<file path="config.mk">
export PLATFORM = sky130hd
export DESIGN_NAME = line_pixel_generator_top
export DESIGN_NICKNAME = d
export VERILOG_FILES = /design/src/design/lpg_pkg.sv /design/src/design/line_pixel_generator_top.sv /design/src/design/lpg_setup.sv /design/src/design/lpg_walker.sv
export SDC_FILE = /design/constraint.sdc
export NUM_CORES = 1
export LEC_CHECK = 0
export ABC_CLOCK_PERIOD_IN_PS = 9200
export BUFFER_PORTS_ARGS = -buffer_cell sky130_fd_sc_hd__buf_2
export CORE_ASPECT_RATIO = 0.7
export CORE_MARGIN = 2
export CORE_UTILIZATION = 45
export DETAILED_ROUTE_END_ITERATION = 6
export PLACE_DENSITY_LB_ADDON = 0.3
export SYNTH_ARGS = -nofsm -noshare
export SYNTH_HDL_FRONTEND = slang
export SYNTH_SLANG_ARGS = --single-unit
</file>
<file path="constraint.sdc">
create_clock -name clock -period 9.2 [get_ports clock]
set_input_delay 1.84 -clock clock [delete_from_list [all_inputs] [get_ports clock]]
set_output_delay 1.84 -clock clock [all_outputs]
set_load 0.01 [all_outputs]
</file>
<file path="src/design/lpg_pkg.sv">
// Shared constants and types of the line pixel generator.
package lpg_pkg;

   localparam int COORD_BITS    = 6;
   localparam int COLOR_BITS    = 32;
   localparam int REQ_DATA_BITS = ((4 * COORD_BITS + COLOR_BITS + 7) / 8) * 8;
   localparam int RSP_DATA_BITS = ((2 * COORD_BITS + COLOR_BITS + 7) / 8) * 8;

   typedef logic [COORD_BITS-1:0] coord_type;
   typedef logic [COLOR_BITS-1:0] color_type;

   // One segment as captured from the request channel.
   typedef struct packed {
      coord_type start_x;
      coord_type start_y;
      coord_type end_x;
      coord_type end_y;
      color_type color;
   } seg_type;

   // Walk parameters: major axis from m0 to m1, minor axis starting at n0.
   // Per major step the minor coordinate moves by the whole part
   // (step_up or step_down) plus a carry out of the remainder, which grows by rs.
   typedef struct packed {
      logic      steep;
      coord_type m0;
      coord_type n0;
      coord_type m1;
      coord_type len;
      coord_type rs;
      logic      step_up;
      logic      step_down;
   } setup_type;

endpackage

</file>
<file path="src/design/line_pixel_generator_top.sv">
// Top level of the line pixel generator: request capture, setup and pixel walker.
//
// The block draws one line segment per request transfer. The req_ channel
// carries both endpoints and a colour word; the rsp_ channel returns one
// transfer per pixel of the segment, walking the major axis one unit at a
// time from the lower to the higher major coordinate, with rsp_tlast set
// on the final pixel. A segment of length L along its major axis yields
// L+1 pixels, at most 64; a zero-length segment yields its single point.
// After a request transfer the block captures the segment, then does its
// setup (axis choice, endpoint ordering, minor step), then emits one pixel
// per cycle from a shared remainder adder while the receiver keeps taking
// them. req_tready is high only while no segment is being walked; it rises
// in the cycle after the final pixel enters the output register, even
// while that pixel still waits to be taken. When rsp_tready is low while
// a pixel is held, the walk pauses and the output register keeps that
// pixel; nothing is dropped. Reset, synchronous and active high, empties
// the output register and returns the sequencer to idle; the segment and
// walk data registers are not reset.
module line_pixel_generator_top (
   input  logic                                clock,
   input  logic                                reset,
   input  logic                                req_tvalid,
   output logic                                req_tready,
   // start_x, start_y, end_x, end_y, pixel_color
   input  logic [lpg_pkg::REQ_DATA_BITS-1:0]   req_tdata,
   output logic                                rsp_tvalid,
   input  logic                                rsp_tready,
   // pixel_x, pixel_y, pixel_value
   output logic [lpg_pkg::RSP_DATA_BITS-1:0]   rsp_tdata,
   // last_pixel
   output logic                                rsp_tlast
);
   import lpg_pkg::*;

   seg_type   seg_ff, seg_in;
   setup_type setup;
   logic      idle;
   logic      start;

   // A request transfer completes only while the walker is idle.
   assign req_tready = idle;
   assign start      = req_tvalid && req_tready;

   // Fields sit packed from the lowest bit up in the order listed above.
   always_comb begin
      seg_in = seg_ff;
      if (start) begin
         seg_in.start_x = req_tdata[0*COORD_BITS +: COORD_BITS];
         seg_in.start_y = req_tdata[1*COORD_BITS +: COORD_BITS];
         seg_in.end_x   = req_tdata[2*COORD_BITS +: COORD_BITS];
         seg_in.end_y   = req_tdata[3*COORD_BITS +: COORD_BITS];
         seg_in.color   = req_tdata[4*COORD_BITS +: COLOR_BITS];
      end
   end

   // The segment is payload only and needs no reset.
   always_ff @(posedge clock) begin
      seg_ff <= seg_in;
   end

   lpg_setup u_setup (
      .seg   (seg_ff),
      .setup (setup)
   );

   lpg_walker u_walker (
      .clock      (clock),
      .reset      (reset),
      .start      (start),
      .setup      (setup),
      .color      (seg_ff.color),
      .idle       (idle),
      .rsp_tready (rsp_tready),
      .rsp_tvalid (rsp_tvalid),
      .rsp_tdata  (rsp_tdata),
      .rsp_tlast  (rsp_tlast)
   );

endmodule

</file>
<file path="src/design/lpg_setup.sv">
// Segment setup: axis choice, endpoint ordering and the per-step minor increment.
module lpg_setup (
   input  lpg_pkg::seg_type   seg,
   output lpg_pkg::setup_type setup
);
   import lpg_pkg::*;

   coord_type              adx;
   coord_type              ady;
   logic                   steep;
   coord_type              ma;
   coord_type              na;
   coord_type              mb;
   coord_type              nb;
   logic                   swap;
   coord_type              m0;
   coord_type              n0;
   coord_type              m1;
   coord_type              n1;
   coord_type              len;
   logic signed [COORD_BITS:0] dn;

   always_comb begin
      adx   = (seg.start_x > seg.end_x) ? seg.start_x - seg.end_x : seg.end_x - seg.start_x;
      ady   = (seg.start_y > seg.end_y) ? seg.start_y - seg.end_y : seg.end_y - seg.start_y;
      steep = adx < ady;

      ma = steep ? seg.start_y : seg.start_x;
      na = steep ? seg.start_x : seg.start_y;
      mb = steep ? seg.end_y   : seg.end_x;
      nb = steep ? seg.end_x   : seg.end_y;

      swap = ma > mb;
      m0   = swap ? mb : ma;
      n0   = swap ? nb : na;
      m1   = swap ? ma : mb;
      n1   = swap ? na : nb;
      len  = m1 - m0;
      dn   = $signed({1'b0, n1}) - $signed({1'b0, n0});

      setup.steep     = steep;
      setup.m0        = m0;
      setup.n0        = n0;
      setup.m1        = m1;
      setup.len       = len;
      setup.step_up   = 1'b0;
      setup.step_down = 1'b0;
      // The minor span never exceeds the major span, so the whole part of dn / len
      // is -1, 0 or +1 and, for a nonzero len, the remainder lies below len.
      if (dn < 0) begin
         setup.step_down = 1'b1;
         setup.rs        = n1 - n0 + len;
      end else if (n1 - n0 == len && len != '0) begin
         setup.step_up = 1'b1;
         setup.rs      = '0;
      end else begin
         setup.rs = n1 - n0;
      end
   end

endmodule

</file>
<file path="src/design/lpg_walker.sv">
// Pixel walker: sequencer, shared remainder step unit and output register.
module lpg_walker (
   input  logic                                clock,
   input  logic                                reset,
   input  logic                                start,
   input  lpg_pkg::setup_type                  setup,
   input  lpg_pkg::color_type                  color,
   output logic                                idle,
   input  logic                                rsp_tready,
   output logic                                rsp_tvalid,
   output logic [lpg_pkg::RSP_DATA_BITS-1:0]   rsp_tdata,  // pixel_x, pixel_y, pixel_value
   output logic                                rsp_tlast   // last_pixel
);
   import lpg_pkg::*;

   localparam logic [1:0] S_IDLE  = 2'd0;
   localparam logic [1:0] S_SETUP = 2'd1;
   localparam logic [1:0] S_RUN   = 2'd2;

   logic [1:0]  state_ff, state_in;
   setup_type   walk_ff, walk_in;
   coord_type   m_ff, m_in;
   coord_type   n_ff, n_in;
   coord_type   r_ff, r_in;
   logic        valid_ff, valid_in;
   coord_type   px_ff, px_in;
   coord_type   py_ff, py_in;
   color_type   value_ff, value_in;
   logic        last_ff, last_in;

   logic                  load;
   logic                  at_end;
   logic [COORD_BITS:0]   sum;
   logic                  wrap;

   assign load   = (state_ff == S_RUN) && (!valid_ff || rsp_tready);
   assign at_end = (m_ff == walk_ff.m1);

   // Shared step unit: remainder add with a single compare and subtract.
   assign sum  = {1'b0, r_ff} + {1'b0, walk_ff.rs};
   assign wrap = sum >= {1'b0, walk_ff.len};

   always_comb begin
      state_in = state_ff;
      walk_in  = walk_ff;
      m_in     = m_ff;
      n_in     = n_ff;
      r_in     = r_ff;
      valid_in = valid_ff && !rsp_tready;
      px_in    = px_ff;
      py_in    = py_ff;
      value_in = value_ff;
      last_in  = last_ff;
      unique case (state_ff)
         S_IDLE: begin
            if (start) begin
               state_in = S_SETUP;
            end
         end
         S_SETUP: begin
            walk_in  = setup;
            m_in     = setup.m0;
            n_in     = setup.n0;
            r_in     = '0;
            state_in = S_RUN;
         end
         S_RUN: begin
            if (load) begin
               valid_in = 1'b1;
               px_in    = walk_ff.steep ? n_ff : m_ff;
               py_in    = walk_ff.steep ? m_ff : n_ff;
               value_in = color;
               last_in  = at_end;
               if (at_end) begin
                  state_in = S_IDLE;
               end else begin
                  m_in = m_ff + coord_type'(1);
                  r_in = wrap ? coord_type'(sum - {1'b0, walk_ff.len})
                              : sum[COORD_BITS-1:0];
                  n_in = n_ff + coord_type'(walk_ff.step_up) + coord_type'(wrap)
                         - coord_type'(walk_ff.step_down);
               end
            end
         end
         default: begin
            state_in = S_IDLE;
         end
      endcase
   end

   always_ff @(posedge clock) begin
      if (reset) begin
         state_ff <= S_IDLE;
         valid_ff <= 1'b0;
      end else begin
         state_ff <= state_in;
         valid_ff <= valid_in;
      end
      walk_ff  <= walk_in;
      m_ff     <= m_in;
      n_ff     <= n_in;
      r_ff     <= r_in;
      px_ff    <= px_in;
      py_ff    <= py_in;
      value_ff <= value_in;
      last_ff  <= last_in;
   end

   assign idle       = (state_ff == S_IDLE);
   assign rsp_tvalid = valid_ff;
   assign rsp_tdata  = RSP_DATA_BITS'({value_ff, py_ff, px_ff});
   assign rsp_tlast  = last_ff;

   // Loading the final pixel ends the walk.
   assert property (@(posedge clock) disable iff (reset)
      (load && at_end) |=> (state_ff == S_IDLE))
      else $error("walker did not return to idle after the final pixel");

   // While a segment of nonzero length is walked, the remainder stays below its length.
   assert property (@(posedge clock) disable iff (reset)
      (state_ff == S_RUN && walk_ff.len != '0) |-> (r_ff < walk_ff.len))
      else $error("remainder out of range");

   // The major coordinate never passes the far endpoint.
   assert property (@(posedge clock) disable iff (reset)
      (state_ff == S_RUN) |-> (m_ff <= walk_ff.m1))
      else $error("major coordinate overran the segment");

   // A new segment only starts while the walker is idle.
   assert property (@(posedge clock) disable iff (reset)
      start |-> (state_ff == S_IDLE))
      else $error("segment started while a walk was in progress");

endmodule
</file>
==> key figures, run 1 <==
Job
  – Max-cap violations: 0

Synth
  – Number of flops mapped to enable cells by yosys: 140
  – Synth cell types: 62
  – Post-Syn Area: 0.00848 mm²
  – Average instance area after synthesis: 11.2 µm²
  – Syn Inst Count: 756
  – Top-count cell post-synth: edfxtp_1
  – Synth area leaders: edfxtp_1 50%, ha_1 9.6%, a21oi_1 3.9%, mux2i_1 3.2%, xnor2_1 3.1%
  – Ys Warns: 0
  – Yosys top cell area share: 0.496
  – Synth Register Bits: 143
  – Post-synth top cells: 140 x edfxtp_1, 66 x a21oi_1, 65 x ha_1
  – Sequential element share of the synthesized area: 0.503
  – Share of flip-flops with an asynchronous set or reset: 0
  – Synth Flop Type: edfxtp_1
  – Synth area leader: edfxtp_1

GRT
  – Number of global-route vias before repair: 5774
  – Largest net degree at the start of global routing: 48
  – Total GRT Usage: 0.207
  – Initial antenna violation count: 0
  – GRT overflow: 0
  – First-pass GRT wire length: 31600 µm

Floorplanning
  – # rows: 41
  – Placeable Area: 0.0183 mm²
  – Io pins: 111
  – Initial Utilization: 0.464
  – Die width: 168 µm
  – Die height: 119 µm
  – Die footprint: 0.0200 mm²

Timing
  – Fmax: 0.114 GHz
  – Final min period: 8750 ps
  – Fin. max-slew vios: 0
  – Hold Fails Final Rpt: 0
  – Setup violators final: 0
  – Final period util: 0.951
  – Slew @ Worst Pin: 1050 ps
  – Final hold slack: 418 ps
  – Clk_skew: 16.9 ps
  – Slew HR: 0.297

Clocking
  – CTS sink cnt: 143
  – CTS Root Cell: clkbuf_16
  – Number of buffers created by CTS: 17
  – Hold-fix buffers, CTS: 0
  – H-tree Lvls: 4
  – CTS max path bufs: 2
  – Clock slew at reported path FFs: 70 ps
  – CTS tree: done
  – Clock latency on the worst-skew pair: 430 ps

Final layout
  – Fillers: 1564
  – Sequential cell area: 0.00426 mm²
  – Footprint of the multi-input gates: 0.00399 mm²
  – Layout cell share with drive strength beyond 1: 0.239
  – Final net count: 1029
  – Antenna cell count: 0
  – Synthesis-to-layout area growth: 19.9%

Place
  – Final GP Congestion: 0.947
  – Port Buffers: 106
  – DP HPWL: 15400 µm

Drt
  – Router iterations before antenna repair: 5
  – 1st-iter DRT viols: 553
  – Via density: 5.45
  – WL/cell: 18.1 µm
  – Post-route DRC: 0
  – Routed WL: 20700 µm
  – Routed Antenna Nets: 0
  – DR vias: 6235

Status
  – Status: complete, no violations

Setup path
  – Crit-path slowest cell: or4_1
  – Most Frequent Cell on Critical Path: ha_1
  – Worst-path fanout max: 18
  – Crit path buffers/inverters: 8
  – Crit end category: flop
  – Critical path class: reg2reg
  – Crit path required time: 9370 ps
  – Largest delay contributor family on the critical path: compound AO/OA/AOI/OAI gates
  – Startpoint Class: flop
  – Worst path max stage delay: 500 ps
  – Worst Path Arrival: 8920 ps

Worst hold path
  – HP Class: reg2reg
cells by family (layout without fill, tap and decap cells):
kind of cell	Yosys count	in the layout	synth area share
other cells	1	4	0.000442
xor+xnor	47	47	0.0503
buf+inv	89	236	0.0425
mux	37	37	0.0468
compound gates	191	191	0.143
simple gates	173	174	0.0947
fa+ha+maj	75	75	0.120
flops	143	143	0.503
through the flow:
step / std cells / instance area (µm²) / utilization / TNS (ps) / worst slack (ps)
floorplan: 759 / 8490 / - / 0 / 281
global placement: 1098 / 9360 / 0.513 / 0 / 283
detailed placement: 1098 / 9360 / 0.513 / 0 / 111
CTS: 1130 / 9950 / 0.545 / 0 / 55.7
global route: 1143 / 10200 / 0.557 / -82.4 / -48.8
finish: 1143 / 10200 / 0.557 / 0 / 447
final cells by class:
cell class / count / share of cell area
flip-flops and latches: 143 / 0.419
multi-input cells: 528 / 0.392
repair buffers: 139 / 0.0776
clock buffers: 17 / 0.0418
well taps: 236 / 0.0290
inverters: 65 / 0.0240
clock inverters: 15 / 0.0159
worst register-to-register path: cells and delay by family (launching register included):
kind / cells / cell delay [ps]
AO/OA/AOI/OAI: 18 / 3250
XOR/XNOR: 2 / 450
flip-flops: 1 / 420
AND/OR/NAND/NOR: 6 / 1260
adder cells (fa/ha/maj): 6 / 1870
multiplexers: 2 / 250
buffers and inverters: 8 / 1000
registers in the layout (all words and copies together) (netlist names):
name	count
seg_ff	56
u_walker.m_ff	6
u_walker.n_ff	6
u_walker.px_ff	6
u_walker.py_ff	6
u_walker.r_ff	6
u_walker.rsp_tlast	1
u_walker.rsp_tvalid	1
u_walker.state_ff	2
u_walker.value_ff	32
u_walker.walk_ff	21
layer usage:
layer	vias to the layer above	global-route usage	wire length [µm]
met1	2984	0.313	10100
met5	-	0	0
li1	3010	-	-
met3	26	0.0382	1200
met2	215	0.304	9010
met4	0	0.0587	306
placed cells by master, fill, tap and decap left out, drive strengths merged, types with 3 or more instances in the layout:
cell / n
mux2i: 29
o22ai: 4
xor2: 15
a211oi: 11
nand3: 9
and2: 7
clkinv: 4
nor3: 10
ha: 65
and3: 5
o21ai: 36
or4: 3
o21bai: 7
or3: 3
nor2: 48
nand2: 63
a21oi: 66
conb: 4
clkbuf: 17
buf: 139
inv: 74
mux2: 8
xnor2: 32
nand2b: 9
edfxtp: 140
fa: 10
a21o: 32
a22o: 3
nor2b: 9
o211ai: 6
a31oi: 8
dfxtp: 3
final timing paths:
| kind | startpoint | to | slack, ps | cells past startpoint |
|---|---|---|---|---|
| hold / removal | seg_ff[27] | u_walker.value_ff[27] | 420 | 0 |
| setup / recovery | seg_ff[50] | u_walker.walk_ff[6] | 450 | 42 |
| hold reg to reg | seg_ff[27] | u_walker.value_ff[27] | 420 | 0 |
| setup reg to reg | seg_ff[50] | u_walker.walk_ff[6] | 450 | 42 |
timing repair:
item                       CTS  global route
setup buffers                0            12
setup endpoints to repair    0             7
gates resized for setup      0            30
Power of run 1 is not shown: default switching activity piles up to over one toggle a cycle in this logic, so the estimate is an artifact.
==> run 2: changes to the inputs <==
Settings changed: RECOVER_POWER set to 100.
==> run 2 against run 1 <==
  * Design area down 0.69%
  * First-iteration DRC count up 5.4%
  * The run now ends with max-capacitance violations, max-slew violations left
  * Global-route usage unchanged
  * Clock skew up 1.3 ps
  * Utilization down 0.38 points
  * Die area unchanged
  * Sequential cell count unchanged
==> key figures, run 2 (synthesis results as in run 1) <==
Floorplanning
  – # rows: 41 (unchanged)
  – Die width: 168 µm (unchanged)
  – Initial Utilization: 0.464 (unchanged)
  – Io pins: 111 (unchanged)
  – Die footprint: 0.0200 mm² (unchanged)
  – Placeable Area: 0.0183 mm² (unchanged)
  – Die height: 119 µm (unchanged)

Drt
  – Met3 wire length: 1170 µm (-2.5%)
  – Max layer used: met4
  – Routed WL: 20600 µm (about the same)
  – Post-route DRC: 0 (unchanged)
  – Via density: 5.44 (-0.27%)
  – M1 WL: 10100 µm (about the same)
  – Router iterations before antenna repair: 5 (unchanged)
  – Metal2 WL: 9080 µm (+0.83%)
  – 1st-iter DRT viols: 583 (+5.4%)
  – DR vias: 6218 (-0.27%)
  – Routed Antenna Nets: 0 (unchanged)
  – WL/cell: 18.1 µm (about the same)

Setup path
  – Worst Path Arrival: 8950 ps (+30 ps)
  – Worst-path fanout max: 18 (unchanged)
  – R2R depth: 42 (unchanged)
  – Critical path class: reg2reg
  – Crit end category: flop
  – Crit path required time: 9370 ps (about the same)
  – R2R setup slack: 420 ps (-30 ps)
  – Startpoint Class: flop
  – Most Frequent Cell on Critical Path: ha_1
  – Worst path max stage delay: 500 ps (about the same)
  – Crit-path slowest cell: or4_1

Final layout
  – Most frequent cells in the layout: 140 x edfxtp_1, 64 x ha_1, 63 x nand2_1
  – Layout cell share with drive strength beyond 1: 0.182 (-0.0573)
  – Synthesis-to-layout area growth: 19.1%
  – Fillers: 1594 (+1.9%)
  – Max FFs per register: 56 (unchanged)
  – Commonest non-fill, non-tap cell in the layout: edfxtp_1
  – Footprint of the multi-input gates: 0.00399 mm² (about the same)
  – Antenna cell count: 0 (unchanged)
  – Top Registers: seg_ff: 56 flops, u_walker.value_ff: 32 flops, u_walker.walk_ff: 21 flops
  – Sequential cell area: 0.00426 mm² (unchanged)
  – Largest Register: seg_ff
  – Non-filler cells, final: 1143 (unchanged)
  – Final net count: 1029 (unchanged)
  – Core Util, Final: 0.553 (-0.00384)

Clocking
  – CTS tree: done
  – Hold-fix buffers, CTS: 0 (unchanged)
  – CTS Root Cell: clkbuf_16
  – H-tree Lvls: 4 (unchanged)
  – Clock slew at reported path FFs: 70 ps (about the same)
  – Number of buffers created by CTS: 17 (unchanged)
  – CTS sink cnt: 143 (unchanged)
  – Clock latency on the worst-skew pair: 430 ps (about the same)
  – CTS max path bufs: 2 (unchanged)

GRT
  – First-pass GRT wire length: 31600 µm (unchanged)
  – Largest net degree at the start of global routing: 48 (unchanged)
  – Number of global-route vias before repair: 5774 (unchanged)
  – Initial antenna violation count: 0 (unchanged)
  – GRT overflow: 0 (unchanged)
  – Total GRT Usage: 0.207 (unchanged)

Timing
  – Clk_skew: 18.2 ps (+1.30 ps)
  – Fmax: 0.114 GHz (-0.34%)
  – Final min period: 8780 ps (+30.1 ps)
  – Slew @ Worst Pin: 2870 ps (+1820 ps)
  – Final period util: 0.955 (+0.00327)
  – Slew HR: -0.914 (-1.21)
  – Setup violators final: 0 (unchanged)
  – Hold Fails Final Rpt: 0 (unchanged)
  – Fin. max-slew vios: 94 (+94)
  – Setup TNS: 0 ps (unchanged)

Status
  – Failing checks: max-capacitance violations, max-slew violations
  – Status: finished, violations left

Place
  – Dpl cells: 1098 (unchanged)
  – DP HPWL: 15400 µm (unchanged)
  – Final GP Congestion: 0.947 (unchanged)
  – Port Buffers: 106 (unchanged)

Job
  – Max-cap violations: 2 (+2)

Worst hold path
  – Hold Path Stages: 0 (unchanged)
  – HP Class: reg2reg
## run 2: per-layer routing
| metal | vias to the layer above | global-route usage |
|---|---|---|
| met5 | - | 0 |
| met3 | 20 | 0.0382 |
| met2 | 200 | 0.304 |
| met1 | 2986 | 0.313 |
| met4 | 0 | 0.0587 |
| li1 | 3012 | - |
## run 2: final cells by class
| cell class | count | area share |
|---|---|---|
| inverters | 65 | 0.0242 |
| repair buffers | 139 | 0.0715 |
| well taps | 236 | 0.0292 |
| clock inverters | 15 | 0.0160 |
| flip-flops and latches | 143 | 0.422 |
| clock buffers | 17 | 0.0421 |
| multi-input cells | 528 | 0.395 |
## run 2: stage by stage
stage / hold slack [ps] / worst slack, ps / instance area (µm²)
floorplan: 400 / 281 / 8490
global placement: 400 / 283 / 9360
detailed placement: 405 / 111 / 9360
CTS: 417 / 55.7 / 9950
global route: 424 / -48.8 / 10100
finish: 420 / 417 / 10100
## run 2: path summary, 6_finish.rpt
check                           startpoint               endpoint
worst min register to register  seg_ff[27]  u_walker.value_ff[27]
worst min-delay path            seg_ff[27]  u_walker.value_ff[27]
worst max register to register  seg_ff[50]    u_walker.walk_ff[6]
worst max-delay path            seg_ff[50]    u_walker.walk_ff[6]
## run 2: critical path: cells and delay by family, from the launching register on
| kind | cells | cell delay [ps] |
|---|---|---|
| AOI/OAI and AO/OA | 18 | 3260 |
| xor gates and xnor gates | 2 | 460 |
| adders and majority gates | 6 | 1860 |
| buffers and inverters | 8 | 1000 |
| DFF | 1 | 420 |
| muxes | 2 | 250 |
| and+or+nand+nor | 6 | 1260 |
## run 2: repair_timing
item                       4_1_cts  5_1_grt
setup endpoints to repair        0        7
gates resized for setup          0       30
buffers inserted                 0       12
Power of run 2 is left out for the same reason.
